==> src/sv/xcr_pkg.sv <==
// ----------------------------------------------------------------------------
// xcr_pkg: shared types and constants of the XMODEM-CRC receiver
// Link symbols, register indexes, the item and result records, and the
// byte-wide CRC-16/XMODEM update.
// ----------------------------------------------------------------------------
package xcr_pkg;

  // Link control symbols.
  localparam logic [7:0] SYM_SOH  = 8'h01;
  localparam logic [7:0] SYM_EOT  = 8'h04;
  localparam logic [7:0] SYM_ACK  = 8'h06;
  localparam logic [7:0] SYM_NAK  = 8'h15;
  localparam logic [7:0] SYM_CAN  = 8'h18;
  localparam logic [7:0] SYM_WAIT = 8'h43;  // ASCII 'C'

  localparam logic [15:0] CRC_POLY = 16'h1021;

  // Configuration register indexes.
  localparam logic CFG_BASE_ADDRESS  = 1'b0;
  localparam logic CFG_SILENCE_LIMIT = 1'b1;

  // Transfer status codes.
  localparam logic [1:0] ST_RUNNING  = 2'd0;
  localparam logic [1:0] ST_EOT      = 2'd1;
  localparam logic [1:0] ST_CAN      = 2'd2;
  localparam logic [1:0] ST_TIMEOUT  = 2'd3;

  // Queue between classifier and engine; depth is a power of two.
  localparam int Q_DEPTH = 2;
  localparam int Q_PTR_W = $clog2(Q_DEPTH);
  localparam int Q_CNT_W = $clog2(Q_DEPTH + 1);

  // One classified input item.
  typedef struct packed {
    logic       is_tick;  // timer tick of silence
    logic [7:0] data;     // received byte
    logic       is_term;  // EOT or CAN
    logic       is_eot;   // EOT
    logic       is_soh;   // SOH
  } xcr_item_t;

  // One result item.
  typedef struct packed {
    logic        tx_valid;
    logic [7:0]  tx_byte;
    logic        write_valid;
    logic [31:0] write_address;
    logic [7:0]  write_data;
    logic [31:0] file_length;
    logic [1:0]  transfer_status;
  } xcr_result_t;

  // CRC-16/XMODEM update over one byte, MSB first.
  function automatic logic [15:0] crc16_byte(input logic [15:0] crc_in,
                                             input logic [7:0] b);
    logic [15:0] c;
    c = crc_in ^ {b, 8'h00};
    for (int k = 0; k < 8; k++) begin
      if (c[15]) begin
        c = {c[14:0], 1'b0} ^ CRC_POLY;
      end else begin
        c = {c[14:0], 1'b0};
      end
    end
    return c;
  endfunction

endpackage

==> src/sv/xmodem_crc_receiver.sv <==
// ----------------------------------------------------------------------------
// xmodem_crc_receiver: XMODEM-CRC file receiver
// Takes received serial bytes and silence ticks, sends 'C' while waiting,
// deframes packets, checks block number, complement and CRC-16/XMODEM,
// answers ACK or NAK, and writes file data to memory as it arrives.
// ----------------------------------------------------------------------------
//
//   Channel   Handshake             Carries
//   -------   -------------------   ---------------------------------------
//   in_       in_valid / in_ready   op (byte or tick), received byte
//   out_      out_valid / out_ready response byte, data write, length, status
//   cfg_      cfg_we (no wait)      base address, silence limit
//
// Throughput is one item per cycle while the result side takes results,
// set by the state update with its byte-wide CRC step.
// A result reaches the output through the classifier register, the queue
// and the result register, in that order.
// Reset is synchronous and active low; it returns the receiver to waiting
// for the sender with the expected block at one and no data committed.
// Either side may stall independently: a two-entry queue and the result
// register keep the input open while a result waits, until they are full.
//
module xmodem_crc_receiver import xcr_pkg::*; #(
  parameter int BLOCK_BYTES = 128
) (
  input  logic        clk,
  input  logic        rst_n,
  // Configuration writes.
  input  logic        cfg_we,
  input  logic        cfg_index,
  input  logic [31:0] cfg_wdata,
  // Input items.
  input  logic        in_valid,
  output logic        in_ready,
  input  logic        in_op,
  input  logic [7:0]  in_rx_byte,
  // Result items.
  output logic        out_valid,
  input  logic        out_ready,
  output logic        out_tx_valid,
  output logic [7:0]  out_tx_byte,
  output logic        out_write_valid,
  output logic [31:0] out_write_address,
  output logic [7:0]  out_write_data,
  output logic [31:0] out_file_length,
  output logic [1:0]  out_transfer_status
);

  logic [31:0] base_address_r;
  logic [7:0]  silence_limit_r;

  // Configuration must be written only while idle, which the block does not
  // enforce, so the engine reads these registers directly.
  always_ff @(posedge clk) begin
    if (!rst_n) begin
      base_address_r  <= '0;
      silence_limit_r <= 8'd4;
    end else if (cfg_we) begin
      case (cfg_index)
        CFG_BASE_ADDRESS:  base_address_r  <= cfg_wdata;
        CFG_SILENCE_LIMIT: silence_limit_r <= cfg_wdata[7:0];
        default: ;
      endcase
    end
  end

  logic        f_valid, f_ready;
  xcr_item_t   f_item;
  logic        q_valid, q_ready;
  xcr_item_t   q_item;
  xcr_result_t res;

  // The front end decodes each byte's symbol class.
  xcr_front u_front (
    .clk        (clk),
    .rst_n      (rst_n),
    .in_valid   (in_valid),
    .in_ready   (in_ready),
    .in_op      (in_op),
    .in_rx_byte (in_rx_byte),
    .item_valid (f_valid),
    .item       (f_item),
    .item_ready (f_ready)
  );

  xcr_queue u_queue (
    .clk        (clk),
    .rst_n      (rst_n),
    .push_valid (f_valid),
    .push_ready (f_ready),
    .push_item  (f_item),
    .pop_valid  (q_valid),
    .pop_ready  (q_ready),
    .pop_item   (q_item)
  );

  // The engine owns all protocol state and the result register.
  xcr_engine #(
    .BLOCK_BYTES (BLOCK_BYTES)
  ) u_engine (
    .clk           (clk),
    .rst_n         (rst_n),
    .base_address  (base_address_r),
    .silence_limit (silence_limit_r),
    .item_valid    (q_valid),
    .item_ready    (q_ready),
    .item          (q_item),
    .res_valid     (out_valid),
    .res_ready     (out_ready),
    .res           (res)
  );

  assign out_tx_valid        = res.tx_valid;
  assign out_tx_byte         = res.tx_byte;
  assign out_write_valid     = res.write_valid;
  assign out_write_address   = res.write_address;
  assign out_write_data      = res.write_data;
  assign out_file_length     = res.file_length;
  assign out_transfer_status = res.transfer_status;

endmodule

==> src/sv/xcr_front.sv <==
// ----------------------------------------------------------------------------
// xcr_front: input classifier
// Accepts input items, decodes the symbol class of each byte and holds the
// classified item in a register until the queue takes it.
// ----------------------------------------------------------------------------
module xcr_front import xcr_pkg::*; (
  input  logic      clk,
  input  logic      rst_n,
  input  logic      in_valid,
  output logic      in_ready,
  input  logic      in_op,
  input  logic [7:0] in_rx_byte,
  output logic      item_valid,
  output xcr_item_t item,
  input  logic      item_ready
);

  logic      valid_r, valid_nxt;
  xcr_item_t item_r, item_nxt;
  logic      take;

  // The holding register is free when empty or when it drains this cycle.
  assign in_ready = !valid_r || item_ready;
  assign take     = in_valid && in_ready;

  always_comb begin
    valid_nxt = valid_r;
    item_nxt  = item_r;
    if (take) begin
      valid_nxt       = 1'b1;
      item_nxt.is_tick = in_op;
      item_nxt.data    = in_rx_byte;
      item_nxt.is_eot  = (in_rx_byte == SYM_EOT);
      item_nxt.is_term = (in_rx_byte == SYM_EOT) || (in_rx_byte == SYM_CAN);
      item_nxt.is_soh  = (in_rx_byte == SYM_SOH);
    end else if (item_ready) begin
      valid_nxt = 1'b0;
    end
  end

  always_ff @(posedge clk) begin
    if (!rst_n) begin
      valid_r <= 1'b0;
    end else begin
      valid_r <= valid_nxt;
    end
    item_r <= item_nxt;
  end

  assign item_valid = valid_r;
  assign item       = item_r;

endmodule

==> src/sv/xcr_queue.sv <==
// ----------------------------------------------------------------------------
// xcr_queue: short item queue
// A small FIFO between the classifier and the engine so that each side
// stalls on its own. Push and pop may happen in the same cycle.
// ----------------------------------------------------------------------------
module xcr_queue import xcr_pkg::*; (
  input  logic      clk,
  input  logic      rst_n,
  input  logic      push_valid,
  output logic      push_ready,
  input  xcr_item_t push_item,
  output logic      pop_valid,
  input  logic      pop_ready,
  output xcr_item_t pop_item
);

  xcr_item_t                  mem_r [Q_DEPTH];
  logic [Q_PTR_W-1:0]         wr_ptr_r, wr_ptr_nxt;
  logic [Q_PTR_W-1:0]         rd_ptr_r, rd_ptr_nxt;
  logic [Q_CNT_W-1:0]         count_r, count_nxt;
  logic                       do_push, do_pop;

  assign push_ready = (count_r != Q_CNT_W'(Q_DEPTH));
  assign pop_valid  = (count_r != '0);
  assign pop_item   = mem_r[rd_ptr_r];
  assign do_push    = push_valid && push_ready;
  assign do_pop     = pop_valid && pop_ready;

  always_comb begin
    wr_ptr_nxt = do_push ? wr_ptr_r + 1'b1 : wr_ptr_r;
    rd_ptr_nxt = do_pop  ? rd_ptr_r + 1'b1 : rd_ptr_r;
    count_nxt  = count_r;
    if (do_push && !do_pop) begin
      count_nxt = count_r + 1'b1;
    end else if (do_pop && !do_push) begin
      count_nxt = count_r - 1'b1;
    end
  end

  always_ff @(posedge clk) begin
    if (!rst_n) begin
      wr_ptr_r <= '0;
      rd_ptr_r <= '0;
      count_r  <= '0;
    end else begin
      wr_ptr_r <= wr_ptr_nxt;
      rd_ptr_r <= rd_ptr_nxt;
      count_r  <= count_nxt;
    end
    if (do_push) begin
      mem_r[wr_ptr_r] <= push_item;
    end
  end

endmodule

==> src/sv/xcr_engine.sv <==
// ----------------------------------------------------------------------------
// xcr_engine: protocol engine
// Runs the receiver state machine on one classified item per cycle while
// the result register is free or being taken: framing, CRC, block checks,
// data writes and responses, into a result register.
// ----------------------------------------------------------------------------
module xcr_engine import xcr_pkg::*; #(
  parameter int BLOCK_BYTES = 128
) (
  input  logic        clk,
  input  logic        rst_n,
  input  logic [31:0] base_address,
  input  logic [7:0]  silence_limit,
  input  logic        item_valid,
  output logic        item_ready,
  input  xcr_item_t   item,
  output logic        res_valid,
  input  logic        res_ready,
  output xcr_result_t res
);

  localparam int IDX_W = $clog2(BLOCK_BYTES + 5);
  localparam logic [IDX_W-1:0] IDX_CRC_HI = IDX_W'(BLOCK_BYTES + 3);
  localparam logic [IDX_W-1:0] IDX_ONE    = IDX_W'(1);
  localparam logic [IDX_W-1:0] IDX_TWO    = IDX_W'(2);

  localparam logic [1:0] PH_WAIT = 2'd0;
  localparam logic [1:0] PH_RECV = 2'd1;
  localparam logic [1:0] PH_DONE = 2'd2;

  logic [1:0]       phase_r, phase_nxt;
  logic [IDX_W-1:0] idx_r, idx_nxt;
  logic             leader_soh_r, leader_soh_nxt;
  logic [7:0]       blk_num_r, blk_num_nxt;
  logic [7:0]       blk_cpl_r, blk_cpl_nxt;
  logic [15:0]      crc_r, crc_nxt;
  logic [7:0]       crc_hi_r, crc_hi_nxt;
  logic [7:0]       expected_r, expected_nxt;
  logic [31:0]      committed_r, committed_nxt;
  logic [7:0]       silence_r, silence_nxt;
  logic [1:0]       status_r, status_nxt;
  logic             res_valid_r, res_valid_nxt;
  xcr_result_t      res_r, res_nxt;

  logic             fire, recv;
  logic [IDX_W-1:0] idx;
  logic [15:0]      crc_cur;
  logic [7:0]       sil_inc;
  logic             block_ok;

  assign item_ready = !res_valid_r || res_ready;
  assign fire       = item_valid && item_ready;

  always_comb begin
    phase_nxt      = phase_r;
    idx_nxt        = idx_r;
    leader_soh_nxt = leader_soh_r;
    blk_num_nxt    = blk_num_r;
    blk_cpl_nxt    = blk_cpl_r;
    crc_nxt        = crc_r;
    crc_hi_nxt     = crc_hi_r;
    expected_nxt   = expected_r;
    committed_nxt  = committed_r;
    silence_nxt    = silence_r;
    status_nxt     = status_r;
    res_valid_nxt  = res_valid_r;
    res_nxt        = res_r;

    // A byte while waiting starts a packet and is then taken as its leader.
    recv    = (phase_r == PH_RECV) || ((phase_r == PH_WAIT) && !item.is_tick);
    idx     = (phase_r == PH_WAIT) ? '0 : idx_r;
    crc_cur = (phase_r == PH_WAIT) ? '0 : crc_r;
    sil_inc = (silence_r == 8'hFF) ? silence_r : silence_r + 8'd1;
    block_ok = leader_soh_r && (blk_num_r == expected_r) &&
               (~blk_cpl_r == expected_r) && ({crc_hi_r, item.data} == crc_r);

    if (fire) begin
      res_valid_nxt       = 1'b1;
      res_nxt.tx_valid    = 1'b0;
      res_nxt.tx_byte     = '0;
      res_nxt.write_valid = 1'b0;
      res_nxt.write_address = '0;
      res_nxt.write_data  = '0;

      if (phase_r == PH_WAIT) begin
        if (item.is_tick) begin
          res_nxt.tx_valid = 1'b1;
          res_nxt.tx_byte  = SYM_WAIT;
        end else begin
          phase_nxt = PH_RECV;
        end
      end

      if (recv && item.is_tick) begin
        silence_nxt = sil_inc;
        if (sil_inc >= silence_limit) begin
          if (idx == '0) begin
            phase_nxt  = PH_DONE;
            status_nxt = ST_TIMEOUT;
          end else begin
            res_nxt.tx_valid = 1'b1;
            res_nxt.tx_byte  = SYM_NAK;
            idx_nxt     = '0;
            crc_nxt     = '0;
            silence_nxt = '0;
          end
        end
      end else if (recv) begin
        silence_nxt = '0;
        crc_nxt     = crc_cur;
        if (idx == '0) begin
          if (item.is_term) begin
            res_nxt.tx_valid = 1'b1;
            res_nxt.tx_byte  = SYM_ACK;
            phase_nxt  = PH_DONE;
            status_nxt = item.is_eot ? ST_EOT : ST_CAN;
            idx_nxt    = '0;
          end else begin
            leader_soh_nxt = item.is_soh;
            idx_nxt        = IDX_ONE;
          end
        end else if (idx == IDX_ONE) begin
          blk_num_nxt = item.data;
          idx_nxt     = IDX_TWO;
        end else if (idx == IDX_TWO) begin
          blk_cpl_nxt = item.data;
          idx_nxt     = idx + 1'b1;
        end else if (idx < IDX_CRC_HI) begin
          crc_nxt = crc16_byte(crc_cur, item.data);
          if (leader_soh_r) begin
            res_nxt.write_valid   = 1'b1;
            res_nxt.write_address = base_address + committed_r +
                                    (32'(idx) - 32'd3);
            res_nxt.write_data    = item.data;
          end
          idx_nxt = idx + 1'b1;
        end else if (idx == IDX_CRC_HI) begin
          crc_hi_nxt = item.data;
          idx_nxt    = idx + 1'b1;
        end else begin
          res_nxt.tx_valid = 1'b1;
          if (block_ok) begin
            res_nxt.tx_byte = SYM_ACK;
            committed_nxt   = committed_r + 32'(BLOCK_BYTES);
            expected_nxt    = expected_r + 8'd1;
          end else begin
            res_nxt.tx_byte = SYM_NAK;
          end
          idx_nxt = '0;
          crc_nxt = '0;
        end
      end

      res_nxt.file_length     = committed_nxt;
      res_nxt.transfer_status = status_nxt;
    end else if (res_ready) begin
      res_valid_nxt = 1'b0;
    end
  end

  always_ff @(posedge clk) begin
    if (!rst_n) begin
      phase_r      <= PH_WAIT;
      idx_r        <= '0;
      leader_soh_r <= 1'b0;
      blk_num_r    <= '0;
      blk_cpl_r    <= '0;
      crc_r        <= '0;
      crc_hi_r     <= '0;
      expected_r   <= 8'd1;
      committed_r  <= '0;
      silence_r    <= '0;
      status_r     <= ST_RUNNING;
      res_valid_r  <= 1'b0;
    end else begin
      phase_r      <= phase_nxt;
      idx_r        <= idx_nxt;
      leader_soh_r <= leader_soh_nxt;
      blk_num_r    <= blk_num_nxt;
      blk_cpl_r    <= blk_cpl_nxt;
      crc_r        <= crc_nxt;
      crc_hi_r     <= crc_hi_nxt;
      expected_r   <= expected_nxt;
      committed_r  <= committed_nxt;
      silence_r    <= silence_nxt;
      status_r     <= status_nxt;
      res_valid_r  <= res_valid_nxt;
    end
    res_r <= res_nxt;
  end

  assign res_valid = res_valid_r;
  assign res       = res_r;

endmodule

==> config.mk <==
export PLATFORM = sky130hd
export DESIGN_NAME = xmodem_crc_receiver
export DESIGN_NICKNAME = d
export VERILOG_FILES = /design/src/sv/xcr_pkg.sv /design/src/sv/xmodem_crc_receiver.sv /design/src/sv/xcr_front.sv /design/src/sv/xcr_queue.sv /design/src/sv/xcr_engine.sv
export SDC_FILE = /design/constraint.sdc
export NUM_CORES = 1
export LEC_CHECK = 0
export BUFFER_PORTS_ARGS = -buffer_cell sky130_fd_sc_hd__buf_4
export CORE_ASPECT_RATIO = 0.9
export CORE_MARGIN = 2
export CORE_UTILIZATION = 60
export CTS_CLUSTER_SIZE = 25
export DETAILED_ROUTE_END_ITERATION = 10
export GPL_ROUTABILITY_DRIVEN = 0
export PLACE_DENSITY = 0.91
export RECOVER_POWER = 25
export SYNTH_ARGS = -nofsm -noshare
export SYNTH_HDL_FRONTEND = slang
export SYNTH_SLANG_ARGS = --single-unit
==> constraint.sdc <==
create_clock -name clk -period 11.1 [get_ports clk]
set_input_delay 0.555 -clock clk [delete_from_list [all_inputs] [get_ports clk]]
set_output_delay 0.555 -clock clk [all_outputs]
set_load 0.01 [all_outputs]
==> reports/qor.csv, run 1 <==
stage,metric,value,unit
placement,portBuffers,122,
clock_network,clock-sinks,251,
routing,wire_per_inst,17.7,um
logic_synthesis,ys_seq_area_share,45.3,%
die,die-area,0.0237,mm^2
routing,vias_per_cell,6.04,
logic_synthesis,synth_cells,1369,
min_path,min_path_type,primary input to flop,
setup_path,crit_slowest_cell,o31ai_1,
global_route,grtUsageTotal,26.6,%
timing,setup_viol,0,
routing,drc,0,
cells_and_area,finalNetCount,1583,
timing,worst_slew_pin_slew,1.54,ns
outcome,status,"complete, but fails checks",
logic_synthesis,ys_ff_latch,251,
pwr,finalPower,2.83,mW
global_route,grt_pass1_wl,51.6,mm
routing,vias,10800,
pwr,power_density,183,mW/mm^2
cells_and_area,diodes,0,
setup_path,worstSetupStartpointType,flop,
clock_network,clock_tree.buffer_depth,3,
setup_path,crit_fanout,25,
placement,post-dp-hpwl,21.8,mm
setup_path,criticalPathCategory,flop to flop,
global_route,grt-ovfl-total,0,
global_route,antenna_found_initial,0,
cells_and_area,syn2layout_area_growth,14.3,%
clock_network,cts_tree,done,
cells_and_area,n_fill_cell,1616,
routing,dr_wl_met2,15.5,mm
timing,fmax,182,MHz
logic_synthesis,avgSynthCellArea,9.87,um^2
clock_network,cts.clk_slew.worst_paths,0.06,ns
routing,top_layer,met4,
pwr,p_leak,6.23,nW
timing,skew,0.0131,ns
cells_and_area,drive_gt1_share,11.9,%
timing,setup_slack,5.60,ns
cells_and_area,final_common_cell,nand2_1,
timing,hold-worst-slack,0.206,ns
die,die_x,162,um
timing,hold_viol_final,0,
routing,drtPass1Iterations,6,
logic_synthesis,ys_types,73,
die,core_area,0.0223,mm^2
die,row_count,52,
die,start_util,60.6,%
clock_network,cts-buffers-inserted,27,
outcome,violations,"max-capacitance violations, max-slew violations",
placement,pre_cts_ws,5.78,ns
clock_network,insertion_delay,0.55,ns
timing,maxSlewHeadroom,-2.88,%
job,cap_violations,1,
timing,maxSlewViolCount,33,
setup_path,crit_path_end_kind,flop,
clock_network,hold_buffers,0,
routing,wl,31.6,mm
logic_synthesis,synth_ff_type,dfxtp_1,
die,die_h,146,um
logic_synthesis,yosys_warnings,0,
timing,fin_crit_sh,49.6,%
setup_path,critPathArrivalTime,5.79,ns
routing,ant_nets,0,
cells_and_area,final_cell_mix,"nand2_1, dfxtp_1, edfxtp_1, buf_4, nor2_1",
timing,period_minus_slack,5.50,ns
clock_network,htree_levels,1,
setup_path,max_stage_delay,0.73,ns
routing,wl_met1,12.7,mm
timing,final.setup.tns,0,ns
logic_synthesis,syn_area,0.0135,mm^2
logic_synthesis,async_flop_share,0,%
die,io_pins,133,
setup_path,crit_required,11.38,ns
timing,rsz0062_at_grt,false,
routing,dr.first_iter.drc_count,986,
logic_synthesis,synth_edf_count,110,
setup_path,path_cells,"a2111o_1, nor4_1, nor2_1, inv_1, buf_4, fa_1, ha_1, o211ai_1, nor3_1, o21ai_0, o31ai_1, a41oi_1, a21oi_1, mux2i_1, nand3_1",
pwr,ir_worst_vdd,0.137,mV
routing,route.met3.wl,2.18,mm
global_route,grt_pass1_vias,10600,
clock_network,cts_resized,0,
clock_network,postCtsSetupRepairBufs,0,
cells_and_area,post-route-util,69.2,%
global_route,grt_max_degree,89,
clock_network,clock-root-buffer,clkbuf_16,
registers in the layout, summed over array words and instances (netlist names), 12 cells and up, named ones only:
register	count
u_engine.crc_r	16
u_queue.mem_r	24
u_engine.res	74
u_engine.committed_r	25
base_address_r	32
u_front.item	12
kinds of logic (layout without fill, tap and decap cells):
family                   Yosys count  after routing  synth area share, %
other                              1             10               0.0277
adder cells (fa/ha/maj)           73             73                 8.15
buffers and inverters             97            203                 3.06
XOR/XNOR                         123            123                 7.97
flip-flops                       251            251                 45.3
AO/OA/AOI/OAI                    253            253                 13.4
multiplexers                      26             26                 1.99
AND/OR/NAND/NOR                  545            545                 20.1
worst max-delay path: cells and delay by family, from the launching register on:
kind,cells,cell delay [ns]
AO/OA/AOI/OAI,6,2.24
flip-flops,1,0.39
multiplexers,1,0.23
adder cells (fa/ha/maj),2,0.94
AND/OR/NAND/NOR,4,0.87
buffers and inverters,2,0.54
synthesized netlist by cell type, types with 19 or more instances:
master    number  area, um^2
xor2_1        43         377
nand3_1       50         250
o21ai_0       43         215
o211a_1       24         240
and3_1        21         131
xnor2_1       80         701
edfxtp_1     110        3300
and2_1        23         144
ha_1          48         601
fa_1          25         500
nor2_1        83         312
dfxtp_1      141        2820
a21o_1        19         143
a21oi_1       37         185
clkbuf_1      59         221
inv_1         20        75.1
mux2i_1       21         210
nor3_1        30         150
a21boi_0      46         345
nand2_1      207         777
nand2b_1      30         188
layer usage:
metal / up-vias / global-route usage, %
met5: - / 0
met4: 0 / 10.4
li1: 5051 / -
met3: 95 / 3.55
met2: 485 / 45.7
met1: 5131 / 34.2
worst paths after layout:
check | startpoint | endpoint | slack, ns | cells after the start
setup reg to reg | u_engine.idx_r[1] | u_engine.res[73] | 5.60 | 15
hold reg to reg | u_front.item[6] | u_queue.mem_r[0][6] | 0.44 | 0
hold / removal | in_op | u_front.item[11] | 0.21 | 1
setup / recovery | u_engine.idx_r[1] | u_engine.res[73] | 5.60 | 15
metrics by stage:
step,std cells,cell area [um^2]
after floorplan,1378,13500
after global placement,1731,14600
after detailed placement,1731,14600
after CTS,1781,15500
after global routing,1781,15500
final,1781,15500
area by class of cell:
cell class                      count  area (um^2)  share of cell area (%)
Clock buffer                       31          701                    4.53
Clock inverter                     19          260                    1.68
Inverter                           21         78.8                   0.510
Multi-Input combinational cell   1030         7020                    45.4
Sequential cell                   251         6130                    39.6
Tap cell                          297          372                    2.40
Timing Repair Buffer              132          897                    5.81
report_power, final:
part | internal [mW] | leakage, nW | switching, mW | total, mW
registers | 1.13 | 2.21 | 0.0617 | 1.19
logic | 0.259 | 3.56 | 0.412 | 0.672
clock network | 0.593 | 0.462 | 0.376 | 0.969
total | 1.98 | 6.23 | 0.850 | 2.83
Note: power is estimated with default switching activity, not from simulation.
==> run 2: changes to the inputs <==
==> constraint.sdc (replaced) <==
create_clock -name clk -period 5.3 [get_ports clk]
set_input_delay 0.265 -clock clk [delete_from_list [all_inputs] [get_ports clk]]
set_output_delay 0.265 -clock clk [all_outputs]
set_load 0.01 [all_outputs]
==> run 2 against run 1 <==
  * Clock skew hardly changed
  * Flip-flop and latch count stayed put
  * The run still ends with max-capacitance violations, max-slew violations left
  * Utilization is 0.84 points higher
  * Count of clock-buffer cells in the layout is 3 higher
  * Sequential power is 110% higher
  * Final cell count is 1.4% higher
  * Critical path depth is 1 lower
  * Critical endpoint is now u_engine.res[71]
  * Register-to-register slack worse by 5.1 ns
  * Global-route usage is 0.40 points higher
  * First-iteration DRC count is 4.9% higher
  * Largest power group unchanged
  * Power is 110% higher
==> reports/qor.csv, run 2 (synthesized netlist as in run 1, its figures left out) <==
stage,metric,value,unit,change
clock_network,postCtsSetupRepairBufs,0,,unchanged
timing,maxSlewViolCount,76,,+130%
cells_and_area,final_common_cell,nand2_1,,
timing,rsz0062_at_grt,false,,
cells_and_area,diodes,0,,unchanged
routing,drc,0,,unchanged
timing,fin_crit_sh,90.2,%,+41 points
die,die-area,0.0237,mm^2,unchanged
die,io_pins,133,,unchanged
cells_and_area,seqCellArea,0.00613,mm^2,unchanged
die,die_h,146,um,unchanged
clock_network,insertion_delay,0.54,ns,about the same
clock_network,clock-root-buffer,clkbuf_16,,
placement,post-dp-hpwl,22.1,mm,+1.3%
setup_path,cp.buffers_inverters,2,,unchanged
global_route,grtUsageTotal,27.0,%,+0.40 points
timing,setup_viol,0,,unchanged
cells_and_area,multiInputGateArea,0.00702,mm^2,unchanged
cells_and_area,syn2layout_area_growth,15.7,%,
die,row_count,52,,unchanged
timing,skew,0.0133,ns,+0.000255 ns
outcome,status,"complete, but fails checks",,
setup_path,timing.rr.start,u_engine.idx_r[1],,
routing,drtPass1Iterations,6,,unchanged
timing,setup_slack,0.520,ns,-5.08 ns
setup_path,crit_required,5.57,ns,-5.81 ns
routing,wire_per_inst,18.0,um,+1.2%
timing,hold-worst-slack,0.0135,ns,-0.193 ns
setup_path,worstSetupStartpointType,flop,,
clock_network,cts_tree,done,,
die,core_area,0.0223,mm^2,unchanged
timing,final.setup.tns,0,ns,unchanged
timing,maxSlewHeadroom,-98.7,%,-96 points
setup_path,criticalPathCategory,flop to flop,,
clock_network,cts-buffers-inserted,26,,-3.7%
cells_and_area,drive_gt1_share,10.7,%,-1.2 points
timing,hold_viol_final,0,,unchanged
clock_network,cts.clk_slew.worst_paths,0.06,ns,about the same
routing,vias,10800,,+0.65%
routing,ant_nets,0,,unchanged
cells_and_area,post-route-util,70.1,%,+0.84 points
placement,dp.cells,1736,,+0.29%
routing,wl_met1,13.1,mm,+2.9%
routing,vias_per_cell,6.00,,-0.74%
pwr,p_leak,6.28,nW,+0.77%
die,die_x,162,um,unchanged
cells_and_area,fin_area,0.0156,mm^2,+1.2%
routing,wl,32.4,mm,+2.7%
min_path,min_path_type,primary input to flop,,
setup_path,critPathArrivalTime,5.05,ns,-0.74 ns
setup_path,max_stage_delay,0.54,ns,-0.19 ns
setup_path,crit_path_end_kind,flop,,
clock_network,clock_tree.buffer_depth,3,,unchanged
setup_path,path_cells,"a2111o_1, nor4_1, nor2_1, inv_1, fa_1, ha_1, a2111o_1, o21ai_0, o31ai_1, buf_4, a41oi_1, nand2b_1, a211oi_1, nor3_1",,
routing,dr.first_iter.drc_count,1034,,+4.9%
placement,pre_cts_ws,0.690,ns,-5.09 ns
timing,period_minus_slack,4.78,ns,-0.722 ns
cells_and_area,final_cell_mix,"nand2_1, dfxtp_1, edfxtp_1, nor2_1, buf_4",,
outcome,violations,"max-capacitance violations, max-slew violations",,
pwr,power_density,378,mW/mm^2,+110%
cells_and_area,finalNetCount,1609,,+1.6%
timing,worst_slew_pin_slew,2.98,ns,+1.44 ns
routing,route.met3.wl,2.23,mm,+2.5%
timing,fmax,209,MHz,+15%
global_route,grt_pass1_vias,10400,,-1.3%
global_route,grt_max_degree,78,,-12%
setup_path,crit_slowest_cell,a2111o_1,,
min_path,hold_start,cfg_wdata[28],,
global_route,antenna_found_initial,0,,unchanged
setup_path,crit_fanout,10,,-60%
clock_network,clock-sinks,251,,unchanged
setup_path,cp_common_cell,a2111o_1,,
setup_path,path_delay_family,compound AO/OA/AOI/OAI gates,,
routing,dr_wl_met2,16.1,mm,+3.8%
cells_and_area,n_fill_cell,1568,,-3.0%
placement,placed_area,0.0146,mm^2,+0.34%
clock_network,htree_levels,1,,unchanged
die,start_util,60.6,%,unchanged
global_route,grt_pass1_wl,52.3,mm,+1.3%
pwr,finalPower,5.91,mW,+110%
pwr,ir_worst_vdd,0.343,mV,+150%
cells_and_area,stdcell_count,1806,,+1.4%
routing,top_layer,met4,,
global_route,grt-ovfl-total,0,,unchanged
job,cap_violations,1,,unchanged
placement,portBuffers,122,,unchanged
cells_and_area,largest_reg_flops,74,,unchanged
setup_path,worstSetupStartpoint,u_engine.idx_r[1],,
==> run 2: cell count changes in the layout (fill, tap and decap cells not counted), moves of 2 or more <==
cell | before | now
and2_0 | 2 | 0
clkbuf_1 | 28 | 50
bufinv_16 | 6 | 4
clkinv_1 | 3 | 1
dlygate4sd3_1 | 0 | 21
clkbuf_8 | 1 | 3
clkinv_4 | 2 | 0
and2_1 | 21 | 23
buf_4 | 102 | 82
clkbuf_16 | 27 | 30
==> run 2: repair_timing <==
item | 4_1_cts | 5_1_grt
resized for setup | 0 | 0
endpoints found under the setup margin | 0 | 0
endpoints found under the hold margin | 22 | 0
hold buffers | 21 | 0
==> run 2: power breakdown <==
part / total (mW) / internal, mW / leakage [nW] / switching, mW
Clock: 2.02 / 1.25 / 0.475 / 0.770
Sequential: 2.49 / 2.37 / 2.21 / 0.118
Combinational: 1.40 / 0.521 / 3.59 / 0.882
==> run 2: worst reg2reg max path: cells and delay by family (launching register included) <==
kind / cells / cell delay, ns
adder cells (fa/ha/maj): 2 / 0.90
AO/OA/AOI/OAI: 6 / 2.12
buffers and inverters: 2 / 0.45
AND/OR/NAND/NOR: 4 / 0.66
flip-flops: 1 / 0.40
==> run 2: area by class of cell <==
class | count | area share [%]
clock buffer | 34 | 5.09
clock inverter | 14 | 1.14
inverter | 21 | 0.504
multi-input combinational | 1030 | 44.9
sequential | 251 | 39.2
tap | 297 | 2.38
timing repair buffer | 159 | 6.86
==> run 2: final timing paths <==
check | to | slack [ns] | cells after the start
setup / recovery | u_engine.res[71] | 0.52 | 14
hold / removal | base_address_r[28] | 0.01 | 3
setup reg to reg | u_engine.res[71] | 0.52 | 14
hold reg to reg | u_queue.mem_r[1][4] | 0.45 | 0
==> run 2: layer usage <==
layer  GRT usage [%]  up-vias
met5               0        -
met4            8.45        0
met2            47.0      489
li1                -     5105
met3            3.72       82
met1            35.1     5156
